[config.mk]
export PLATFORM = sky130hd
export DESIGN_NAME = hfs_ram
export DESIGN_NICKNAME = d
export VERILOG_FILES = /design/src/rtl/hfs_ram.sv
export SDC_FILE = /design/constraint.sdc
export NUM_CORES = 2
export LEC_CHECK = 0
export BUFFER_PORTS_ARGS = -buffer_cell sky130_fd_sc_hd__buf_2
export CAP_MARGIN = 15
export CORE_ASPECT_RATIO = 0.8
export CORE_MARGIN = 1
export CORE_UTILIZATION = 50
export DETAILED_ROUTE_END_ITERATION = 8
export GPL_ROUTABILITY_DRIVEN = 0
export HOLD_SLACK_MARGIN = 0.05
export PLACE_DENSITY = 0.73
export SLEW_MARGIN = 40
export SYNTH_ARGS = -nofsm -noshare
export SYNTH_HDL_FRONTEND = slang
export SYNTH_SLANG_ARGS = --single-unit
[constraint.sdc]
create_clock -name clk -period 3.8 [get_ports clk]
set_input_delay 0.19 -clock clk [delete_from_list [all_inputs] [get_ports clk]]
set_output_delay 0.19 -clock clk [all_outputs]
set_load 0.005 [all_outputs]
[src/rtl/hfs_ram.sv]
module hfs_ram #(
  parameter int WIDTH = 16,
  parameter int DEPTH = 256
) (
  input  logic                     clk,
  input  logic                     we,
  input  logic [$clog2(DEPTH)-1:0] addr,
  input  logic [WIDTH-1:0]         wdata,
  output logic [WIDTH-1:0]         rdata
);

  logic [WIDTH-1:0] mem [DEPTH];
  logic [WIDTH-1:0] rdata_r;

  // Single port, read data registered
  always_ff @(posedge clk) begin
    if (we) begin
      mem[addr] <= wdata;
    end
    rdata_r <= mem[addr];
  end

  assign rdata = rdata_r;

endmodule

==> results.cfg <==
[power_and_ir_drop]
p_sw_mw = 19.4
power.leakage_nw = 55.0
vdd_drop_max_uv = 393
p_per_area_nw_per_um2 = 517
p_comb_share_pct = 4.9
p_seq_share_pct = 54.5
p_int_mw = 72.4
finalPower_mw = 91.9
clock_power_share_pct = 40.6
swShare_pct = 21.2

[timing]
max_freq_ghz = 0.341
final_max_slew_viol_count = 0
worstMarginPinSlew_ns = 0.944
slew_headroom_pct = 36.4
min_period_ns = 2.93
rsz0062_at_grt = false
fin_crit_sh_pct = 77.2
hold_viol = 0
setup_violations = 0
clock_skew_ns = 0.0573
tns_ns = 0
final.setup.worst_slack_ns = 0.867

[logic_synthesis]
ys_seq_area_share_pct = 79.4
ys_top_cells_by_area = edfxtp_1 (79%), mux4_2 (15%), a22oi_1 (2.5%)
synth-main-ff-cell = edfxtp_1
ys_ff_latch = 4112
yosys.area.top_type_share_pct = 79.1
synth_edf_count = 4096
async_flop_share_pct = 0
syn_avg_cell_area_um2 = 23.1
ys_warn_count = 0
synth_area_um2 = 155000
yosysUniqueCellTypes = 22
syn_inst = 6727
synth_most_common_cell = edfxtp_1
synth_commonest_cells = edfxtp_1 (4096), mux4_2 (1024), a22oi_1 (512)
yosysTopAreaCell = edfxtp_1
synth_nets = 6753

[critical_path]
rr_startpoint = mem[78][15]
slowest_delay_ns = 0.77
path_max_fanout = 1
critical_path.slowest_cell = o41ai_1
rrSetupSlack_ns = 0.87
end_kind = flip-flop
r2r_cells = 6
cp-start-kind = flip-flop
cp_data_arrival_time_ns = 3.73
worstPathRequired_ns = 4.59
cp_num_buf_inv = 1
critical_path_class = flip-flop to flip-flop
crit_chain = mux4_2, a22oi_1, a21oi_1, o41ai_1, buf_4, nand4_1
path_delay_family = compound AO/OA/AOI/OAI gates
r2r-end = rdata[15]

[clock_tree]
clk_pin_slew_ns = 0.07
cts_buffers = 378
clk_latency_ns = 0.93
cts_setup_buffers = 0
cts_tree = done
cts_max_level = 5
clockRootBuffer = clkbuf_16
clock_sinks = 4112
clock_path_buffers = 4

[route]
wl_met2_um = 184000
wl_um = 399000
ant_nets = 0
top_layer_used = met5
wire_per_inst_um = 33.7
wl_met3_um = 52600
first_pass_iters = 6
drtIter0Drc = 13210
via_per_inst = 6.56
via_count = 77760
drc = 0
wl_met1_um = 149000

[floorplan]
dieWidth_um = 625
core_um2 = 308000
start_util_pct = 50.4
die_h_um = 501
die_area_um2 = 313000
floorplan.rows = 182
io_pins = 42

[grt]
grt_max_degree = 161
grt_pass1_wl_um = 566000
grt_remaining_overflow = 0
grt.total_usage_pct = 25.4
grt_pass1_vias = 76227
antenna_found_initial = 28

[finish]
nets = 7418
drive_gt1_share_pct = 30.1
synthToLayoutAreaGrowth_pct = 14.4
final_cells = 11852

[placed_design]
dp_slack_ns = 0.133
dp_hpwl_um = 236000
place_inst = 11128
port_buffers = 41

[run_status]
status = complete, no violations

[hold_path]
min_delay_path_depth = 2
hold_start = wdata[13]
hold_path.class = input pin to flip-flop
hold_end = mem[92][13]

[job]
maxCapViolCount = 0
[area by class of cell]
| class | count | area (um^2) |
|---|---|---|
| fill | 21402 | 131000 |
| sequential | 4112 | 123000 |
| multi-input combinational | 2194 | 30600 |
| clock buffer | 460 | 9900 |
| timing repair buffer | 705 | 6660 |
| tap | 4140 | 5180 |
| clock inverter | 223 | 2080 |
| antenna | 17 | 42.5 |
| inverter | 1 | 3.75 |
[worst max-delay path by stage]
| stage | startpoint | to | slack (ns) | depth (start not counted) |
|---|---|---|---|---|
| after floorplan | addr[0] | mem[145][0] | 0.91 | 7 |
| after global placement | addr[0] | rdata[12] | -0.68 | 8 |
| after detailed placement | addr[0] | rdata[5] | 0.13 | 9 |
| after CTS | mem[87][5] | rdata[5] | 0.91 | 6 |
| after global routing | mem[86][7] | rdata[7] | 0.74 | 6 |
| final | mem[78][15] | rdata[15] | 0.87 | 6 |
[flip-flops by register name (all words and copies together) (netlist names)]
register,flops
mem,4096
rdata,16
[what timing repair did]
action,CTS,global route
hold buffers,20,0
gates resized for setup,0,0
hold endpoints to repair,1461,0
[metrics by stage]
stage               utilization (%)  hold WS (ns)  area, um^2
floorplan                         -         0.289      155000
global placement               53.6         0.602      165000
detailed placement             53.7         0.609      165000
finish                         57.7         0.246      178000
CTS                            57.6         0.167      178000
global route                   57.7         0.221      178000
[cell usage in the layout (no fill, tap or decap), drive strengths merged]
| cell | Yosys | final |
|---|---|---|
| mux4 | 1024 | 1024 |
| or3 | 1 | 1 |
| a21oi | 256 | 256 |
| clkinv | 0 | 160 |
| diode | 0 | 17 |
| and2 | 3 | 3 |
| dlygate4sd3 | 0 | 20 |
| nor2b | 7 | 7 |
| edfxtp | 4096 | 4096 |
| dfxtp | 16 | 16 |
| nand2b | 6 | 6 |
| nor3 | 30 | 30 |
| nor2 | 232 | 232 |
| buf | 171 | 685 |
| o41ai | 64 | 64 |
| nand2 | 28 | 28 |
| a22oi | 512 | 512 |
| nand4 | 16 | 16 |
| or2 | 2 | 2 |
| nand3 | 13 | 13 |
| bufinv | 0 | 33 |
| inv | 1 | 12 |
| clkbuf | 249 | 460 |
| clkinvlp | 0 | 19 |
[layer usage]
| metal | global-route usage, % | vias up |
|---|---|---|
| met5 | 0 | - |
| met4 | 8.38 | 22 |
| met3 | 6.12 | 753 |
| met2 | 38.2 | 5780 |
| met1 | 36.8 | 40841 |
| li1 | - | 30364 |
[power by group through the flow]
stage / clock network, mW / logic, mW / registers, mW
final: 37.3 / 4.53 / 50.1
after global routing: 39.2 / 4.70 / 50.0
after CTS: 37.6 / 4.49 / 50.1
after detailed placement: 0 / 4.45 / 51.1
after global placement: 0 / 4.32 / 51.1
after floorplan: 0 / 2.15 / 51.0
[kinds of logic (layout without fill, tap and decap cells)]
| kind of cell | count (synthesis) | count (layout) | synth area share [%] |
|---|---|---|---|
| muxes | 1024 | 1024 | 14.8 |
| buffers and inverters | 421 | 1389 | 1.24 |
| DFF | 4112 | 4112 | 79.4 |
| and+or+nand+nor | 338 | 338 | 0.907 |
| other | 0 | 17 | 0 |
| AOI/OAI and AO/OA | 832 | 832 | 3.66 |
Note: power is estimated with default switching activity, not from simulation.
