## config.mk

```make
export PLATFORM = sky130hd
export DESIGN_NAME = hfs_seq
export DESIGN_NICKNAME = d
export VERILOG_FILES = /design/src/rtl/hfs_pkg.sv /design/src/rtl/hfs_seq.sv
export SDC_FILE = /design/constraint.sdc
export NUM_CORES = 1
export LEC_CHECK = 0
export BUFFER_PORTS_ARGS = -buffer_cell sky130_fd_sc_hd__buf_2
export CAP_MARGIN = 20
export CORE_AREA = 2 2 39 41
export DETAILED_ROUTE_END_ITERATION = 8
export DIE_AREA = 0 0 41 43
export HOLD_SLACK_MARGIN = 0.15
export PLACE_DENSITY = 0.79
export SLEW_MARGIN = 40
export SYNTH_ARGS = -nofsm -noshare
export SYNTH_HDL_FRONTEND = slang
export SYNTH_SLANG_ARGS = --single-unit
```

## constraint.sdc

```tcl
create_clock -name clk -period 5.6 [get_ports clk]
set_input_delay 0.56 -clock clk [delete_from_list [all_inputs] [get_ports clk]]
set_output_delay 0.56 -clock clk [all_outputs]
set_load 0.03 [all_outputs]
```

## src/rtl/hfs_pkg.sv

```systemverilog
package hfs_pkg;

  // Grid and number format
  localparam int MAX_COLUMNS = 256;
  localparam int MAX_ROWS    = 256;
  localparam int FRAC_BITS   = 8;

  // Fixed field widths
  localparam int COORD_W  = 18;
  localparam int HEIGHT_W = 16;
  localparam int OUT_W    = 24;
  localparam int CFG_W    = 9;
  localparam int WIDX_W   = 10;
  localparam int CFG_IDX_W = 2;

  // Derived widths
  localparam int INT_W  = COORD_W - FRAC_BITS;
  localparam int COL_IW = $clog2(MAX_COLUMNS);
  localparam int ROW_IW = $clog2(MAX_ROWS);
  localparam int COL_SW = $clog2(MAX_COLUMNS + 1);
  localparam int ROW_SW = $clog2(MAX_ROWS + 1);
  localparam int DEPTH  = MAX_COLUMNS * MAX_ROWS;
  localparam int ADDR_W = $clog2(DEPTH);
  localparam int VAL_W  = HEIGHT_W + FRAC_BITS + 1;
  localparam int MA_W   = VAL_W + 1;
  localparam int MB_W   = FRAC_BITS + 1;
  localparam int PROD_W = MA_W + MB_W;
  localparam int STEP_W = 4;

  // Configuration register indexes
  localparam logic [CFG_IDX_W-1:0] REG_GRID_COLUMNS = CFG_IDX_W'(0);
  localparam logic [CFG_IDX_W-1:0] REG_GRID_ROWS    = CFG_IDX_W'(1);
  localparam logic [CFG_W-1:0]     GRID_SIZE_RESET  = CFG_W'(256);

  // Item kinds
  localparam logic ACT_WRITE  = 1'b0;
  localparam logic ACT_SAMPLE = 1'b1;

  typedef logic [STEP_W-1:0] step_t;

  typedef enum logic [1:0] {RAM_NOP, RAM_RD, RAM_WR} ram_op_t;
  typedef enum logic [1:0] {ADDR_00, ADDR_10, ADDR_01, ADDR_11} addr_sel_t;
  typedef enum logic [2:0] {CAP_NONE, CAP_V1, CAP_V2, CAP_V3, CAP_V4} cap_t;
  typedef enum logic [1:0] {MUL_NONE, MUL_X12, MUL_X34, MUL_Y} mul_t;
  typedef enum logic [1:0] {ACC_NONE, ACC_V12, ACC_V34} acc_t;
  typedef enum logic [2:0] {J_NEXT, J_WAIT_IN, J_IF_WRITE, J_EMIT, J_GOTO} jump_t;

  // One control word of the microprogram
  typedef struct packed {
    logic      take_in;
    logic      prep;
    ram_op_t   ram_op;
    addr_sel_t addr_sel;
    cap_t      cap;
    mul_t      mul;
    acc_t      acc;
    logic      emit;
    jump_t     cond;
    step_t     target;
  } ucode_t;

  // Status that steers the jumps
  typedef struct packed {
    logic in_valid;
    logic is_write;
    logic out_block;
  } seq_stat_t;

  // Program steps
  localparam step_t S_IDLE = STEP_W'(0);
  localparam step_t S_PREP = STEP_W'(1);
  localparam step_t S_RD00 = STEP_W'(2);
  localparam step_t S_RD10 = STEP_W'(3);
  localparam step_t S_RD01 = STEP_W'(4);
  localparam step_t S_RD11 = STEP_W'(5);
  localparam step_t S_MX12 = STEP_W'(6);
  localparam step_t S_MX34 = STEP_W'(7);
  localparam step_t S_A34  = STEP_W'(8);
  localparam step_t S_MY   = STEP_W'(9);
  localparam step_t S_FIN  = STEP_W'(10);
  localparam step_t S_WR   = STEP_W'(11);

  // Microprogram ROM
  function automatic ucode_t ucode_rom(input step_t step);
    ucode_t uc;
    uc.take_in  = 1'b0;
    uc.prep     = 1'b0;
    uc.ram_op   = RAM_NOP;
    uc.addr_sel = ADDR_00;
    uc.cap      = CAP_NONE;
    uc.mul      = MUL_NONE;
    uc.acc      = ACC_NONE;
    uc.emit     = 1'b0;
    uc.cond     = J_NEXT;
    uc.target   = S_IDLE;
    unique case (step)
      S_IDLE: begin
        uc.take_in = 1'b1;
        uc.cond    = J_WAIT_IN;
      end
      S_PREP: begin
        uc.prep   = 1'b1;
        uc.cond   = J_IF_WRITE;
        uc.target = S_WR;
      end
      S_RD00: begin
        uc.ram_op   = RAM_RD;
        uc.addr_sel = ADDR_00;
      end
      S_RD10: begin
        uc.ram_op   = RAM_RD;
        uc.addr_sel = ADDR_10;
        uc.cap      = CAP_V1;
      end
      S_RD01: begin
        uc.ram_op   = RAM_RD;
        uc.addr_sel = ADDR_01;
        uc.cap      = CAP_V2;
      end
      S_RD11: begin
        uc.ram_op   = RAM_RD;
        uc.addr_sel = ADDR_11;
        uc.cap      = CAP_V3;
      end
      S_MX12: begin
        uc.cap = CAP_V4;
        uc.mul = MUL_X12;
      end
      S_MX34: begin
        uc.acc = ACC_V12;
        uc.mul = MUL_X34;
      end
      S_A34: begin
        uc.acc = ACC_V34;
      end
      S_MY: begin
        uc.mul = MUL_Y;
      end
      S_FIN: begin
        uc.emit   = 1'b1;
        uc.cond   = J_EMIT;
        uc.target = S_IDLE;
      end
      S_WR: begin
        uc.ram_op   = RAM_WR;
        uc.addr_sel = ADDR_00;
        uc.emit     = 1'b1;
        uc.cond     = J_EMIT;
        uc.target   = S_IDLE;
      end
      default: begin
        uc.cond   = J_GOTO;
        uc.target = S_IDLE;
      end
    endcase
    return uc;
  endfunction

  // Size register in use: zero acts as one, large values cap at the maximum
  function automatic logic [COL_SW-1:0] col_size(input logic [CFG_W-1:0] rv);
    if (rv == '0) return COL_SW'(1);
    if (32'(rv) > 32'(MAX_COLUMNS)) return COL_SW'(MAX_COLUMNS);
    return COL_SW'(rv);
  endfunction

  function automatic logic [ROW_SW-1:0] row_size(input logic [CFG_W-1:0] rv);
    if (rv == '0) return ROW_SW'(1);
    if (32'(rv) > 32'(MAX_ROWS)) return ROW_SW'(MAX_ROWS);
    return ROW_SW'(rv);
  endfunction

  // Clamp a signed grid coordinate into [0, size-1]
  function automatic logic [COL_IW-1:0] clamp_col(input logic signed [INT_W:0] c,
                                                  input logic [COL_SW-1:0] size);
    if (c < 0) return '0;
    if (32'(c) >= 32'(size)) return COL_IW'(size - COL_SW'(1));
    return COL_IW'(c);
  endfunction

  function automatic logic [ROW_IW-1:0] clamp_row(input logic signed [INT_W:0] c,
                                                  input logic [ROW_SW-1:0] size);
    if (c < 0) return '0;
    if (32'(c) >= 32'(size)) return ROW_IW'(size - ROW_SW'(1));
    return ROW_IW'(c);
  endfunction

endpackage

```

## src/rtl/hfs_seq.sv

```systemverilog
module hfs_seq (
  input  logic              clk,
  input  logic              rst_n,
  input  hfs_pkg::seq_stat_t stat,
  output hfs_pkg::ucode_t   uc
);

  hfs_pkg::step_t step_r;
  hfs_pkg::step_t step_nxt;

  // Fetch the control word of the current step
  assign uc = hfs_pkg::ucode_rom(step_r);

  // Pick the next step
  always_comb begin
    unique case (uc.cond)
      hfs_pkg::J_NEXT:     step_nxt = step_r + hfs_pkg::STEP_W'(1);
      hfs_pkg::J_WAIT_IN:  step_nxt = stat.in_valid ? step_r + hfs_pkg::STEP_W'(1) : step_r;
      hfs_pkg::J_IF_WRITE: step_nxt = stat.is_write ? uc.target
                                                    : step_r + hfs_pkg::STEP_W'(1);
      hfs_pkg::J_EMIT:     step_nxt = stat.out_block ? step_r : uc.target;
      hfs_pkg::J_GOTO:     step_nxt = uc.target;
      default:             step_nxt = hfs_pkg::S_IDLE;
    endcase
  end

  always_ff @(posedge clk) begin
    if (!rst_n) begin
      step_r <= hfs_pkg::S_IDLE;
    end else begin
      step_r <= step_nxt;
    end
  end

endmodule

```

==> impl_metrics.yaml <==
timing:
  setup_violations: 0
  totalNegativeSetupSlack_ns: 0
  setup_ws_ns: 3.08
  period_needed_ns: 2.52
  timing.fmax_ghz: 0.397
  finClkSkew_ns: 0.00611
  maxSlewViolCount: 0
  hold_viol: 0
  rsz0062_at_grt: "no"
  fin_crit_sh_pct: 45.0
pwr:
  worst_ir_drop_vdd_mv: 0.252
  p_total_mw: 0.391
  p_leak_nw: 0.390
  powerDensity_nw_per_um2: 571
global_routing:
  grt_pass1_vias: 447
  track_usage_pct: 15.5
  grt_pass1_wl_um: 1860
  antenna_found_initial: 0
  grt_max_degree: 13
  overflow: 0
routing:
  vias: 581
  via_per_inst: 5.10
  ant_nets: 0
  routed_wl_um: 1240
  drt-initial-drc-count: 11
  route.detailed.drc: 0
  detail_route.wl_per_cell_um: 10.9
  firstDrtPassIters: 4
yosys:
  yosysUniqueCellTypes: 36
  syn_inst: 78
  synth_top_cell_by_area: "dfxtp_1"
  syn_area_per_cell_um2: 7.33
  ys_ff_latch: 4
  synth-edff-count: 0
  synthesis.nets: 88
  synth_top_area_share_pct: 14.0
  ys_async_sr_fraction_pct: 0
  ys_warn_count: 0
  ys.flop_type: "dfxtp_1"
  synth_seq_area_share_pct: 14.0
  yosys-top-cells-area: "dfxtp_1, ha_1, buf_4"
  synthesis.area_um2: 572
floorplan:
  core-area_um2: 1380
  fp.dieW_um: 41
  rows: 14
  die_area_um2: 1760
  start_util_pct: 41.3
  die_h_um: 43
  ios: 26
flow_run:
  drv_cap: 0
setup_path:
  cpMostUsedCell: "nor2_1"
  cp_slowest_stage_delay_ns: 0.41
  critPathKind: "flop to output port"
  cpMaxStageDelayCell: "dfxtp_1"
  cp.arrival_ns: 1.96
  crit_required_ns: 5.04
  worstPathCellList: "inv_1, ha_1, or3b_1, a211oi_2, nor2_1, nor2_1, buf_2"
  start_kind: "flop"
  worstPathMaxFanout: 6
  critPathCaptureType: "output port"
final_layout:
  largest_register_ffs: 4
  final_util_pct: 49.5
  num_antenna_cells: 0
  fin_area_um2: 684
  fin_nets: 110
  top_register: "step_r"
  area_growth_pct: 19.7
  drive_gt1_share_pct: 35.7
  reg_top3: "step_r x4"
cts:
  cts_tree: "done"
  cts_htree_levels: 1
  clockRootBuffer: "clkbuf_4"
  clk-insertion-delay-late_ns: 0.24
  clockBufferDepth: 2
  clk_pin_slew_ns: 0.03
  cts_sinks: 4
  cts_buffers: 3
  cts_resized: 0
  cts_setup_buffers: 0
  cts-hold-fix-buffers: 0
placement:
  post-dp-hpwl_um: 977
  dp_slack_ns: 3.33
  io_buffers: 24
  dpl-instance-area_um2: 662
  gp_congestion: 0.804
hold_path:
  hold_path.class: "flop to flop"
status:
  status: "complete, no violations"
## metal layers
layer	GRT usage, %	wire, um
met4	4.00	6
met1	18.6	585
met5	0	0
met2	23.4	545
met3	7.85	106
## kinds of logic after synthesis
family | count (synthesis) | synth area share [%]
buffers and inverters | 13 | 12.7
adders and majority gates | 5 | 10.9
and+or+nand+nor | 38 | 37.0
muxes | 1 | 1.75
DFF | 4 | 14.0
other | 1 | 0.656
AOI/OAI and AO/OA | 16 | 23.0
## cells in the final DEF, fill, tap and decap left out, types with 2 or more instances in the layout
cell	n
o21ai_0	3
a21oi_1	2
dfxtp_1	4
nor2_1	11
nand2b_1	2
nand2_1	6
inv_1	5
nand3_1	2
o21a_1	2
ha_1	5
buf_2	24
and2_1	4
clkbuf_4	3
nor2b_1	3
## through the flow
stage          hold WS, ns  cells
6_report             0.558    114
2_1_floorplan        0.520     78
4_1_cts              0.557    114
3_5_place_dp         0.551    111
3_3_place_gp         0.537    111
5_1_grt              0.594    114
## power by group
part	leakage, nW	total [mW]	internal (mW)	switching (mW)
Combinational	0.343	0.303	0.105	0.198
Clock	0.0138	0.0373	0.0241	0.0133
Sequential	0.0327	0.0508	0.0364	0.0144
Total	0.390	0.391	0.165	0.226
## layout make-up
class                      count  area (um2)
fill                         134         699
multi-input combinational     61         419
tap                           16        20.0
inverter                       6        22.5
timing repair buffer          24         120
sequential                     4        80.1
clock buffer                   3        22.5
## Yosys cell counts (all sizes together) (2+ instances only)
master  count
or3         2
nor2b       3
nand2b      2
dfxtp       4
o21ai       3
nand2       6
nor3        2
buf         7
inv         6
nor2       11
a21oi       2
and2        4
nor3b       2
ha          5
nand3       2
o21a        2
## critical path: cells and delay by family (launching register included)
family | cells | cell delay [ns]
simple gates | 3 | 0.54
compound gates | 1 | 0.25
buf+inv | 2 | 0.28
fa+ha+maj | 1 | 0.25
flops | 1 | 0.41
## path summary, 6_finish.rpt
check / start / endpoint / slack, ns / cells past startpoint
min reg2reg: step_r[1] / step_r[1] / 0.56 / 2
max: step_r[1] / uc[6] / 3.08 / 7
min: step_r[1] / step_r[1] / 0.56 / 2
max reg2reg: step_r[0] / step_r[1] / 3.51 / 8
No activity file was read; power rests on OpenSTA's default activity.
