$ cat config.mk
export PLATFORM = sky130hd
export DESIGN_NAME = hfs_dp
export DESIGN_NICKNAME = d
export VERILOG_FILES = /design/src/rtl/hfs_pkg.sv /design/src/rtl/hfs_dp.sv
export SDC_FILE = /design/constraint.sdc
export NUM_CORES = 2
export LEC_CHECK = 0
export BUFFER_PORTS_ARGS = -buffer_cell sky130_fd_sc_hd__buf_2
export CAP_MARGIN = 30
export CORE_MARGIN = 1.5
export CORE_UTILIZATION = 55
export CTS_BUF_LIST = sky130_fd_sc_hd__clkbuf_8
export DETAILED_ROUTE_END_ITERATION = 16
export PLACE_DENSITY = 0.86
export SLEW_MARGIN = 20
export SYNTH_ARGS = -nofsm -noshare
export SYNTH_HDL_FRONTEND = slang
export SYNTH_SLANG_ARGS = --single-unit
$ cat constraint.sdc
create_clock -name clk -period 7.77 [get_ports clk]
set_input_delay 0.3885 -clock clk [delete_from_list [all_inputs] [get_ports clk]]
set_output_delay 0.3885 -clock clk [all_outputs]
set_load 0.05 [all_outputs]
$ cat src/rtl/hfs_pkg.sv
package hfs_pkg;

  // Grid and number format
  localparam int MAX_COLUMNS = 256;
  localparam int MAX_ROWS    = 256;
  localparam int FRAC_BITS   = 8;

  // Fixed field widths
  localparam int COORD_W  = 18;
  localparam int HEIGHT_W = 16;
  localparam int OUT_W    = 24;
  localparam int CFG_W    = 9;
  localparam int WIDX_W   = 10;
  localparam int CFG_IDX_W = 2;

  // Derived widths
  localparam int INT_W  = COORD_W - FRAC_BITS;
  localparam int COL_IW = $clog2(MAX_COLUMNS);
  localparam int ROW_IW = $clog2(MAX_ROWS);
  localparam int COL_SW = $clog2(MAX_COLUMNS + 1);
  localparam int ROW_SW = $clog2(MAX_ROWS + 1);
  localparam int DEPTH  = MAX_COLUMNS * MAX_ROWS;
  localparam int ADDR_W = $clog2(DEPTH);
  localparam int VAL_W  = HEIGHT_W + FRAC_BITS + 1;
  localparam int MA_W   = VAL_W + 1;
  localparam int MB_W   = FRAC_BITS + 1;
  localparam int PROD_W = MA_W + MB_W;
  localparam int STEP_W = 4;

  // Configuration register indexes
  localparam logic [CFG_IDX_W-1:0] REG_GRID_COLUMNS = CFG_IDX_W'(0);
  localparam logic [CFG_IDX_W-1:0] REG_GRID_ROWS    = CFG_IDX_W'(1);
  localparam logic [CFG_W-1:0]     GRID_SIZE_RESET  = CFG_W'(256);

  // Item kinds
  localparam logic ACT_WRITE  = 1'b0;
  localparam logic ACT_SAMPLE = 1'b1;

  typedef logic [STEP_W-1:0] step_t;

  typedef enum logic [1:0] {RAM_NOP, RAM_RD, RAM_WR} ram_op_t;
  typedef enum logic [1:0] {ADDR_00, ADDR_10, ADDR_01, ADDR_11} addr_sel_t;
  typedef enum logic [2:0] {CAP_NONE, CAP_V1, CAP_V2, CAP_V3, CAP_V4} cap_t;
  typedef enum logic [1:0] {MUL_NONE, MUL_X12, MUL_X34, MUL_Y} mul_t;
  typedef enum logic [1:0] {ACC_NONE, ACC_V12, ACC_V34} acc_t;
  typedef enum logic [2:0] {J_NEXT, J_WAIT_IN, J_IF_WRITE, J_EMIT, J_GOTO} jump_t;

  // One control word of the microprogram
  typedef struct packed {
    logic      take_in;
    logic      prep;
    ram_op_t   ram_op;
    addr_sel_t addr_sel;
    cap_t      cap;
    mul_t      mul;
    acc_t      acc;
    logic      emit;
    jump_t     cond;
    step_t     target;
  } ucode_t;

  // Status that steers the jumps
  typedef struct packed {
    logic in_valid;
    logic is_write;
    logic out_block;
  } seq_stat_t;

  // Program steps
  localparam step_t S_IDLE = STEP_W'(0);
  localparam step_t S_PREP = STEP_W'(1);
  localparam step_t S_RD00 = STEP_W'(2);
  localparam step_t S_RD10 = STEP_W'(3);
  localparam step_t S_RD01 = STEP_W'(4);
  localparam step_t S_RD11 = STEP_W'(5);
  localparam step_t S_MX12 = STEP_W'(6);
  localparam step_t S_MX34 = STEP_W'(7);
  localparam step_t S_A34  = STEP_W'(8);
  localparam step_t S_MY   = STEP_W'(9);
  localparam step_t S_FIN  = STEP_W'(10);
  localparam step_t S_WR   = STEP_W'(11);

  // Microprogram ROM
  function automatic ucode_t ucode_rom(input step_t step);
    ucode_t uc;
    uc.take_in  = 1'b0;
    uc.prep     = 1'b0;
    uc.ram_op   = RAM_NOP;
    uc.addr_sel = ADDR_00;
    uc.cap      = CAP_NONE;
    uc.mul      = MUL_NONE;
    uc.acc      = ACC_NONE;
    uc.emit     = 1'b0;
    uc.cond     = J_NEXT;
    uc.target   = S_IDLE;
    unique case (step)
      S_IDLE: begin
        uc.take_in = 1'b1;
        uc.cond    = J_WAIT_IN;
      end
      S_PREP: begin
        uc.prep   = 1'b1;
        uc.cond   = J_IF_WRITE;
        uc.target = S_WR;
      end
      S_RD00: begin
        uc.ram_op   = RAM_RD;
        uc.addr_sel = ADDR_00;
      end
      S_RD10: begin
        uc.ram_op   = RAM_RD;
        uc.addr_sel = ADDR_10;
        uc.cap      = CAP_V1;
      end
      S_RD01: begin
        uc.ram_op   = RAM_RD;
        uc.addr_sel = ADDR_01;
        uc.cap      = CAP_V2;
      end
      S_RD11: begin
        uc.ram_op   = RAM_RD;
        uc.addr_sel = ADDR_11;
        uc.cap      = CAP_V3;
      end
      S_MX12: begin
        uc.cap = CAP_V4;
        uc.mul = MUL_X12;
      end
      S_MX34: begin
        uc.acc = ACC_V12;
        uc.mul = MUL_X34;
      end
      S_A34: begin
        uc.acc = ACC_V34;
      end
      S_MY: begin
        uc.mul = MUL_Y;
      end
      S_FIN: begin
        uc.emit   = 1'b1;
        uc.cond   = J_EMIT;
        uc.target = S_IDLE;
      end
      S_WR: begin
        uc.ram_op   = RAM_WR;
        uc.addr_sel = ADDR_00;
        uc.emit     = 1'b1;
        uc.cond     = J_EMIT;
        uc.target   = S_IDLE;
      end
      default: begin
        uc.cond   = J_GOTO;
        uc.target = S_IDLE;
      end
    endcase
    return uc;
  endfunction

  // Size register in use: zero acts as one, large values cap at the maximum
  function automatic logic [COL_SW-1:0] col_size(input logic [CFG_W-1:0] rv);
    if (rv == '0) return COL_SW'(1);
    if (32'(rv) > 32'(MAX_COLUMNS)) return COL_SW'(MAX_COLUMNS);
    return COL_SW'(rv);
  endfunction

  function automatic logic [ROW_SW-1:0] row_size(input logic [CFG_W-1:0] rv);
    if (rv == '0) return ROW_SW'(1);
    if (32'(rv) > 32'(MAX_ROWS)) return ROW_SW'(MAX_ROWS);
    return ROW_SW'(rv);
  endfunction

  // Clamp a signed grid coordinate into [0, size-1]
  function automatic logic [COL_IW-1:0] clamp_col(input logic signed [INT_W:0] c,
                                                  input logic [COL_SW-1:0] size);
    if (c < 0) return '0;
    if (32'(c) >= 32'(size)) return COL_IW'(size - COL_SW'(1));
    return COL_IW'(c);
  endfunction

  function automatic logic [ROW_IW-1:0] clamp_row(input logic signed [INT_W:0] c,
                                                  input logic [ROW_SW-1:0] size);
    if (c < 0) return '0;
    if (32'(c) >= 32'(size)) return ROW_IW'(size - ROW_SW'(1));
    return ROW_IW'(c);
  endfunction

endpackage

$ cat src/rtl/hfs_dp.sv
module hfs_dp (
  input  logic                                clk,
  input  logic                                rst_n,
  input  hfs_pkg::ucode_t                     uc,
  output hfs_pkg::seq_stat_t                  stat,
  input  logic                                cfg_we,
  input  logic [hfs_pkg::CFG_IDX_W-1:0]       cfg_index,
  input  logic [hfs_pkg::CFG_W-1:0]           cfg_wdata,
  input  logic                                in_valid,
  output logic                                in_stall,
  input  logic                                in_action,
  input  logic [hfs_pkg::WIDX_W-1:0]          in_write_column,
  input  logic [hfs_pkg::WIDX_W-1:0]          in_write_row,
  input  logic signed [hfs_pkg::HEIGHT_W-1:0] in_write_height,
  input  logic signed [hfs_pkg::COORD_W-1:0]  in_sample_x,
  input  logic signed [hfs_pkg::COORD_W-1:0]  in_sample_y,
  output logic                                out_valid,
  input  logic                                out_stall,
  output logic signed [hfs_pkg::OUT_W-1:0]    out_height_out,
  output logic                                out_bounds_error,
  output logic                                ram_we,
  output logic [hfs_pkg::ADDR_W-1:0]          ram_addr,
  output logic [hfs_pkg::HEIGHT_W-1:0]        ram_wdata,
  input  logic [hfs_pkg::HEIGHT_W-1:0]        ram_rdata
);

  localparam int FB     = hfs_pkg::FRAC_BITS;
  localparam int INT_W  = hfs_pkg::INT_W;
  localparam int COL_IW = hfs_pkg::COL_IW;
  localparam int ROW_IW = hfs_pkg::ROW_IW;
  localparam int COL_SW = hfs_pkg::COL_SW;
  localparam int ROW_SW = hfs_pkg::ROW_SW;
  localparam int ADDR_W = hfs_pkg::ADDR_W;
  localparam int VAL_W  = hfs_pkg::VAL_W;
  localparam int MA_W   = hfs_pkg::MA_W;
  localparam int MB_W   = hfs_pkg::MB_W;
  localparam int PROD_W = hfs_pkg::PROD_W;
  localparam int OUT_W  = hfs_pkg::OUT_W;
  localparam int H_W    = hfs_pkg::HEIGHT_W;

  logic accept;
  logic out_block;
  logic out_load;

  // Configuration
  logic [hfs_pkg::CFG_W-1:0] cols_cfg_r;
  logic [hfs_pkg::CFG_W-1:0] rows_cfg_r;
  logic [COL_SW-1:0]         cols_s;
  logic [ROW_SW-1:0]         rows_s;

  // Latched item
  logic                            action_r;
  logic [hfs_pkg::WIDX_W-1:0]      wcol_r;
  logic [hfs_pkg::WIDX_W-1:0]      wrow_r;
  logic [H_W-1:0]                  wh_r;
  logic [hfs_pkg::COORD_W-1:0]     sx_r;
  logic [hfs_pkg::COORD_W-1:0]     sy_r;

  // Coordinate decode
  logic signed [INT_W:0]   fx0;
  logic signed [INT_W:0]   fy0;
  logic signed [INT_W:0]   fx1;
  logic signed [INT_W:0]   fy1;
  logic [FB-1:0]           xf;
  logic [FB-1:0]           yf;
  logic [COL_IW-1:0]       c0_nxt;
  logic [COL_IW-1:0]       c1_nxt;
  logic [ROW_IW-1:0]       r0_nxt;
  logic [ROW_IW-1:0]       r1_nxt;
  logic [ROW_IW+COL_SW-1:0] rb0_full;
  logic [ROW_IW+COL_SW-1:0] rb1_full;
  logic                    err_nxt;

  logic [COL_IW-1:0] c0_r;
  logic [COL_IW-1:0] c1_r;
  logic [ADDR_W-1:0] rb0_r;
  logic [ADDR_W-1:0] rb1_r;
  logic              err_r;

  // Arithmetic
  logic signed [H_W-1:0]    v1_r;
  logic signed [H_W-1:0]    v2_r;
  logic signed [H_W-1:0]    v3_r;
  logic signed [H_W-1:0]    v4_r;
  logic signed [MA_W-1:0]   mul_a;
  logic signed [MB_W-1:0]   mul_b;
  logic signed [PROD_W-1:0] prod_nxt;
  logic signed [PROD_W-1:0] prod_r;
  logic signed [VAL_W-1:0]  acc_base;
  logic signed [VAL_W-1:0]  acc_sum;
  logic signed [VAL_W-1:0]  v12_r;
  logic signed [VAL_W-1:0]  v34_r;
  logic signed [PROD_W-1:0] res;
  logic signed [OUT_W-1:0]  res_sat;
  logic                     res_fits;

  // Result register
  logic                    out_valid_r;
  logic                    out_valid_nxt;
  logic signed [OUT_W-1:0] out_height_r;
  logic                    out_err_r;

  assign accept    = in_valid && uc.take_in;
  assign in_stall  = !uc.take_in;
  assign out_block = out_valid_r && out_stall;
  assign out_load  = uc.emit && !out_block;

  assign stat.in_valid  = in_valid;
  assign stat.is_write  = (action_r == hfs_pkg::ACT_WRITE);
  assign stat.out_block = out_block;

  // Write size registers
  always_ff @(posedge clk) begin
    if (!rst_n) begin
      cols_cfg_r <= hfs_pkg::GRID_SIZE_RESET;
      rows_cfg_r <= hfs_pkg::GRID_SIZE_RESET;
    end else if (cfg_we) begin
      case (cfg_index)
        hfs_pkg::REG_GRID_COLUMNS: cols_cfg_r <= cfg_wdata;
        hfs_pkg::REG_GRID_ROWS:    rows_cfg_r <= cfg_wdata;
        default: ;
      endcase
    end
  end

  assign cols_s = hfs_pkg::col_size(cols_cfg_r);
  assign rows_s = hfs_pkg::row_size(rows_cfg_r);

  // Capture the accepted beat
  always_ff @(posedge clk) begin
    if (accept) begin
      action_r <= in_action;
      wcol_r   <= in_write_column;
      wrow_r   <= in_write_row;
      wh_r     <= in_write_height;
      sx_r     <= in_sample_x;
      sy_r     <= in_sample_y;
    end
  end

  // Split coordinates into grid point and fraction, clamp into the grid
  assign xf  = sx_r[FB-1:0];
  assign yf  = sy_r[FB-1:0];
  assign fx0 = (INT_W+1)'(signed'(sx_r[hfs_pkg::COORD_W-1:FB]));
  assign fy0 = (INT_W+1)'(signed'(sy_r[hfs_pkg::COORD_W-1:FB]));
  assign fx1 = fx0 + (INT_W+1)'(xf != '0);
  assign fy1 = fy0 + (INT_W+1)'(yf != '0);

  always_comb begin
    if (action_r == hfs_pkg::ACT_WRITE) begin
      c0_nxt = COL_IW'(wcol_r);
      r0_nxt = ROW_IW'(wrow_r);
    end else begin
      c0_nxt = hfs_pkg::clamp_col(fx0, cols_s);
      r0_nxt = hfs_pkg::clamp_row(fy0, rows_s);
    end
    c1_nxt  = hfs_pkg::clamp_col(fx1, cols_s);
    r1_nxt  = hfs_pkg::clamp_row(fy1, rows_s);
    err_nxt = (action_r == hfs_pkg::ACT_WRITE) &&
              ((32'(wcol_r) >= 32'(cols_s)) || (32'(wrow_r) >= 32'(rows_s)));
  end

  // Row bases: row times row pitch
  assign rb0_full = r0_nxt * cols_s;
  assign rb1_full = r1_nxt * cols_s;

  always_ff @(posedge clk) begin
    if (uc.prep) begin
      c0_r  <= c0_nxt;
      c1_r  <= c1_nxt;
      rb0_r <= ADDR_W'(rb0_full);
      rb1_r <= ADDR_W'(rb1_full);
      err_r <= err_nxt;
    end
  end

  // Grid memory address and write
  always_comb begin
    unique case (uc.addr_sel)
      hfs_pkg::ADDR_00: ram_addr = ADDR_W'(c0_r) + rb0_r;
      hfs_pkg::ADDR_10: ram_addr = ADDR_W'(c1_r) + rb0_r;
      hfs_pkg::ADDR_01: ram_addr = ADDR_W'(c0_r) + rb1_r;
      hfs_pkg::ADDR_11: ram_addr = ADDR_W'(c1_r) + rb1_r;
      default:          ram_addr = ADDR_W'(c0_r) + rb0_r;
    endcase
  end

  assign ram_we    = (uc.ram_op == hfs_pkg::RAM_WR) && !err_r;
  assign ram_wdata = wh_r;

  // Capture corner heights
  always_ff @(posedge clk) begin
    unique case (uc.cap)
      hfs_pkg::CAP_V1: v1_r <= ram_rdata;
      hfs_pkg::CAP_V2: v2_r <= ram_rdata;
      hfs_pkg::CAP_V3: v3_r <= ram_rdata;
      hfs_pkg::CAP_V4: v4_r <= ram_rdata;
      default: ;
    endcase
  end

  // Shared multiplier: difference times fraction
  always_comb begin
    unique case (uc.mul)
      hfs_pkg::MUL_X12: begin
        mul_a = MA_W'(v2_r) - MA_W'(v1_r);
        mul_b = signed'({1'b0, xf});
      end
      hfs_pkg::MUL_X34: begin
        mul_a = MA_W'(v4_r) - MA_W'(v3_r);
        mul_b = signed'({1'b0, xf});
      end
      hfs_pkg::MUL_Y: begin
        mul_a = MA_W'(v34_r) - MA_W'(v12_r);
        mul_b = signed'({1'b0, yf});
      end
      default: begin
        mul_a = '0;
        mul_b = '0;
      end
    endcase
  end

  assign prod_nxt = mul_a * mul_b;

  always_ff @(posedge clk) begin
    if (uc.mul != hfs_pkg::MUL_NONE) begin
      prod_r <= prod_nxt;
    end
  end

  // Row blend: corner shifted up by the fraction bits, plus product
  assign acc_base = (uc.acc == hfs_pkg::ACC_V34) ? VAL_W'(v3_r) : VAL_W'(v1_r);
  assign acc_sum  = (acc_base <<< FB) + VAL_W'(prod_r);

  always_ff @(posedge clk) begin
    unique case (uc.acc)
      hfs_pkg::ACC_V12: v12_r <= acc_sum;
      hfs_pkg::ACC_V34: v34_r <= acc_sum;
      default: ;
    endcase
  end

  // Column blend with floor shift, then saturate
  assign res      = PROD_W'(v12_r) + (prod_r >>> FB);
  assign res_fits = (res[PROD_W-1:OUT_W-1] == '0) || (res[PROD_W-1:OUT_W-1] == '1);
  assign res_sat  = res_fits ? OUT_W'(res)
                  : (res[PROD_W-1] ? {1'b1, {(OUT_W-1){1'b0}}}
                                   : {1'b0, {(OUT_W-1){1'b1}}});

  // Result register: hold while stalled, load on an emit step
  always_comb begin
    if (out_load) begin
      out_valid_nxt = 1'b1;
    end else if (out_stall) begin
      out_valid_nxt = out_valid_r;
    end else begin
      out_valid_nxt = 1'b0;
    end
  end

  always_ff @(posedge clk) begin
    if (!rst_n) begin
      out_valid_r <= 1'b0;
    end else begin
      out_valid_r <= out_valid_nxt;
    end
  end

  always_ff @(posedge clk) begin
    if (out_load) begin
      out_height_r <= (action_r == hfs_pkg::ACT_WRITE) ? '0 : res_sat;
      out_err_r    <= (action_r == hfs_pkg::ACT_WRITE) && err_r;
    end
  end

  assign out_valid        = out_valid_r;
  assign out_height_out   = out_height_r;
  assign out_bounds_error = out_err_r;

  // Grid writes come only from write items
  a_write_only_for_writes: assert property (@(posedge clk) disable iff (!rst_n)
    (uc.ram_op == hfs_pkg::RAM_WR) |-> (action_r == hfs_pkg::ACT_WRITE))
    else $error("grid write issued for a sample item");

  // A flagged write reports height zero
  a_err_zero_height: assert property (@(posedge clk) disable iff (!rst_n)
    (out_valid_r && out_err_r) |-> (out_height_r == '0))
    else $error("bounds error beat carries a nonzero height");

  // A result appears only after an emit step
  a_result_from_emit: assert property (@(posedge clk) disable iff (!rst_n)
    $rose(out_valid_r) |-> $past(uc.emit))
    else $error("result loaded outside an emit step");

  // One item at a time: no second beat right after an accept
  a_one_item: assert property (@(posedge clk) disable iff (!rst_n)
    accept |=> !uc.take_in)
    else $error("input taken again right after an accept");

endmodule

==> reports/results.tsv <==
stage	metric	value	unit
placed_design	pre-CTS WS	-0.194	ns
setup_path	Reg-to-Reg End	rb1_r[14]	
setup_path	setup slack, reg-to-reg	0.24	ns
logic_synthesis	count of state elements after synthesis	315	
clocking	CTS root buffer	clkbuf_8	
logic_synthesis	most used flip-flop cell after synthesis	edfxtp_1	
worst_hold_path	class of the tightest hold or removal check	input port to flop	
global_route	residual overflow from global routing	0	
setup_path	worst setup path class	flop to flop	
sta	highest attainable clock frequency	0.133	GHz
run	Max Cap Viol	0	
clocking	number of sinks driven by the clock tree	315	
route	number of remaining DRC errors	0	
route	per-cell routed wire length	19.3	um
route	DRC violation total after the first TritonRoute iteration	2326	
finish	NumNets Final	4101	
route	post-detailed-routing wire length	80000	um
worst_hold_path	origin of the worst min-delay path	rst_n	
setup_path	maximum fanout along the worst path	9	
sta	Final Worst Setup Slack	0.243	ns
status	result of the run	complete, no violations	
route	vias per std cell	5.82	
route	length of the first detailed-routing pass in iterations	14	
clocking	TritonCTS buffer count	55	
die	width of the die	237	um
logic_synthesis	most frequent cells after synthesis	466 x inv_1, 333 x nor2_1, 321 x ha_1	
setup_path	Critical Path RT	8.21	ns
global_route	pin count of the biggest net entering global routing	57	
setup_path	reg-to-reg startpoint	rows_cfg_r[2]	
sta	pins over their slew limit	0	
finish	share of layout cells above drive strength 1	0.152	
sta	Setup Viol. Count Final	0	
placed_design	DPL Wire Length	60000	um
finish	area growth from synthesis to final layout	16.5	%
finish	final core utilization	0.651	
power_and_ir_drop	Pwr Density	289	mW/mm2
power_and_ir_drop	leakage power figure	16.6	nW
die	number of rows created at floorplan	85	
logic_synthesis	Seq/Total Area, Yosys	0.307	
setup_path	startpoint class of the critical path	flop	
sta	transition at the pin with the smallest max-transition slack	1.00	ns
logic_synthesis	number of enable flip-flop cells after synthesis	296	
die	die area	0.0563	mm2
sta	final clock period utilization by the worst path	0.969	
die	area of the placeable core	0.0540	mm2
logic_synthesis	cells taking the most area after synthesis	edfxtp_1 29%, fa_1 17%, ha_1 13%	
power_and_ir_drop	VDD IR-drop max	167	uV
setup_path	start point of the critical path	rows_cfg_r[2]	
logic_synthesis	gate count after technology mapping	3014	
setup_path	Critical Path Sink	rb1_r[14]	
clocking	clock tree buffer depth	3	
global_route	wire length of the first global-routing pass	125000	um
clocking	H-Tree Level Count	2	
logic_synthesis	top-area cell type share of the netlist area	0.295	
finish	sequential cell area	0.00927	mm2
logic_synthesis	Yosys warnings	0	
global_route	All-Layer GR Usage	0.281	
logic_synthesis	fraction of registers with async set or reset after synthesis	0	
clocking	clock transition at the register clock pins on the worst setup and hold paths after CTS	0.06	ns
die	vertical die dimension	237	um
logic_synthesis	Avg Cell Area, Syn	10.0	um2
sta	worst slew slack as a fraction of its limit	0.326	
finish	total area of multi-input combinational cells	0.0193	mm2
route	number of vias in the routed layout	24100	
setup_path	Critical Path Max Stage Delay	0.58	ns
global_route	number of global-route vias before repair	24500	
placed_design	number of buffer cells added on primary ports	181	
logic_synthesis	cell type with the largest total area after synthesis	edfxtp_1	
logic_synthesis	count leader, synth	inv_1	
logic_synthesis	number of nets in the synthesized netlist	3712	
sta	Period minus WS final	7.53	ns
sta	Hold Vio Cnt, Final	0	
die	I/O pins	189	
setup_path	critical path arrival	7.96	ns
logic_synthesis	number of library cell types mapped by synthesis	84	
sta	final worst clock skew	0.0604	ns
setup_path	R2R cell count	33	
setup_path	Setup crit end kind	flop	
placed_design	placer's final routability congestion estimate	0.954	
setup_path	Slowest cell on crit path	or4_1	
clocking	clock tree from TritonCTS	yes	
power_and_ir_drop	total chip power	0.0101	W
finish	fillcell total	3898	
route	remaining number of nets flagged by the antenna check after routing	0	
die	effective utilization at floorplan	0.559	
global_route	antenna violations before repair	5	
clocking	insertion delay to the later sink of the worst-skew pair	0.70	ns
logic_synthesis	cell area after synthesis	0.0302	mm2
## what timing repair did
action	in CTS	in global routing
gates resized for setup	5	67
pin swaps	2	17
endpoints found under the hold margin	153	0
endpoints found under the setup margin	4	22
gates cloned	0	1
setup buffers	1	9
hold buffers	99	0
## worst min-delay path by stage
stage | to | slack, ns | cells past startpoint
after floorplan | v12_r[0] | 0.42 | 0
after global placement | v12_r[4] | 0.42 | 0
after detailed placement | v34_r[7] | 0.43 | 0
after CTS | rows_cfg_r[8] | 0.01 | 2
after global routing | rows_cfg_r[8] | 0.06 | 2
final | rows_cfg_r[8] | 0.03 | 2
## flip-flops by register name (all words and copies together), names as in the netlist, 9 cells and up
name,flops
v34_r,25
v4_r,16
out_height_out,24
v2_r,16
rows_cfg_r,9
cols_cfg_r,9
v12_r,25
v3_r,16
prod_r,35
v1_r,16
wrow_r,10
sx_r,18
rb1_r,16
ram_wdata,16
rb0_r,16
wcol_r,10
sy_r,18
## logic make-up (layout without fill, tap and decap cells)
| group | count (synthesis) | in the layout | share of synthesized area |
|---|---|---|---|
| other cells | 0 | 2 | 0 |
| mux | 78 | 78 | 0.0269 |
| buf+inv | 536 | 967 | 0.0679 |
| compound gates | 519 | 519 | 0.118 |
| flops | 315 | 315 | 0.307 |
| fa+ha+maj | 572 | 572 | 0.300 |
| simple gates | 820 | 820 | 0.129 |
| xor+xnor | 174 | 174 | 0.0514 |
## layout by cell type, fill, tap and decap left out, drive strengths merged, types with 10 or more instances in the layout
cell         instances
nor2               333
a211oi              11
dlygate4sd3         99
clkbuf              59
o211ai              12
mux2                25
o21ai               83
nor3                34
mux2i               53
nand3               42
ha                 321
nand2b              99
inv                479
o21bai              28
fa                 251
o21a                17
xnor2              122
a31oi               21
xor2                50
nand4               10
a22oi               11
or3                 12
a21oi              138
or2                 29
and3                17
nand2              141
and2                12
edfxtp             296
a21o                95
clkinv              22
a211o               10
dfxtp               19
buf                300
nor2b               60
## critical path, delay by kind of cell, from the launching register on
family	cells	cell delay [ns]
adder cells (fa/ha/maj)	6	2.40
AO/OA/AOI/OAI	13	2.29
AND/OR/NAND/NOR	5	1.08
buffers and inverters	8	0.98
flip-flops	1	0.35
XOR/XNOR	1	0.15
## layer usage
layer,wire (um),vias to the layer above,GRT usage,part of all wire
met1,30600,11600,0.347,0.38
met4,2940,6,0.111,0.037
met3,7560,244,0.0564,0.094
li1,-,11000,-,-
met2,38900,1237,0.484,0.49
met5,34,-,0,0.00042
## power breakdown
| part | switching [W] | internal (W) |
|---|---|---|
| sequential | 0.000216 | 0.00240 |
| clock | 0.000742 | 0.000937 |
| combinational | 0.00352 | 0.00234 |
| total | 0.00448 | 0.00567 |
## metrics by stage
stage	TNS (ns)	instances	hold slack, ns	cell area (um2)
5_1_grt	-0.334	4142	0.0570	35200
3_3_place_gp	-0.129	3929	0.422	32500
6_report	0	4143	0.0313	35200
2_1_floorplan	0	3014	0.421	30200
3_5_place_dp	-0.536	3931	0.434	32600
4_1_cts	0	4130	0.0126	34700
## cell type report
class,instances,share of cell area
Clock inverter,40,0.0104
Multi-Input combinational cell,2163,0.548
Tap cell,696,0.0248
Timing Repair Buffer,400,0.0806
Antenna cell,2,0.000142
Clock buffer,59,0.0231
Inverter,468,0.0499
Sequential cell,315,0.264
(Power assumes the default switching activity.)
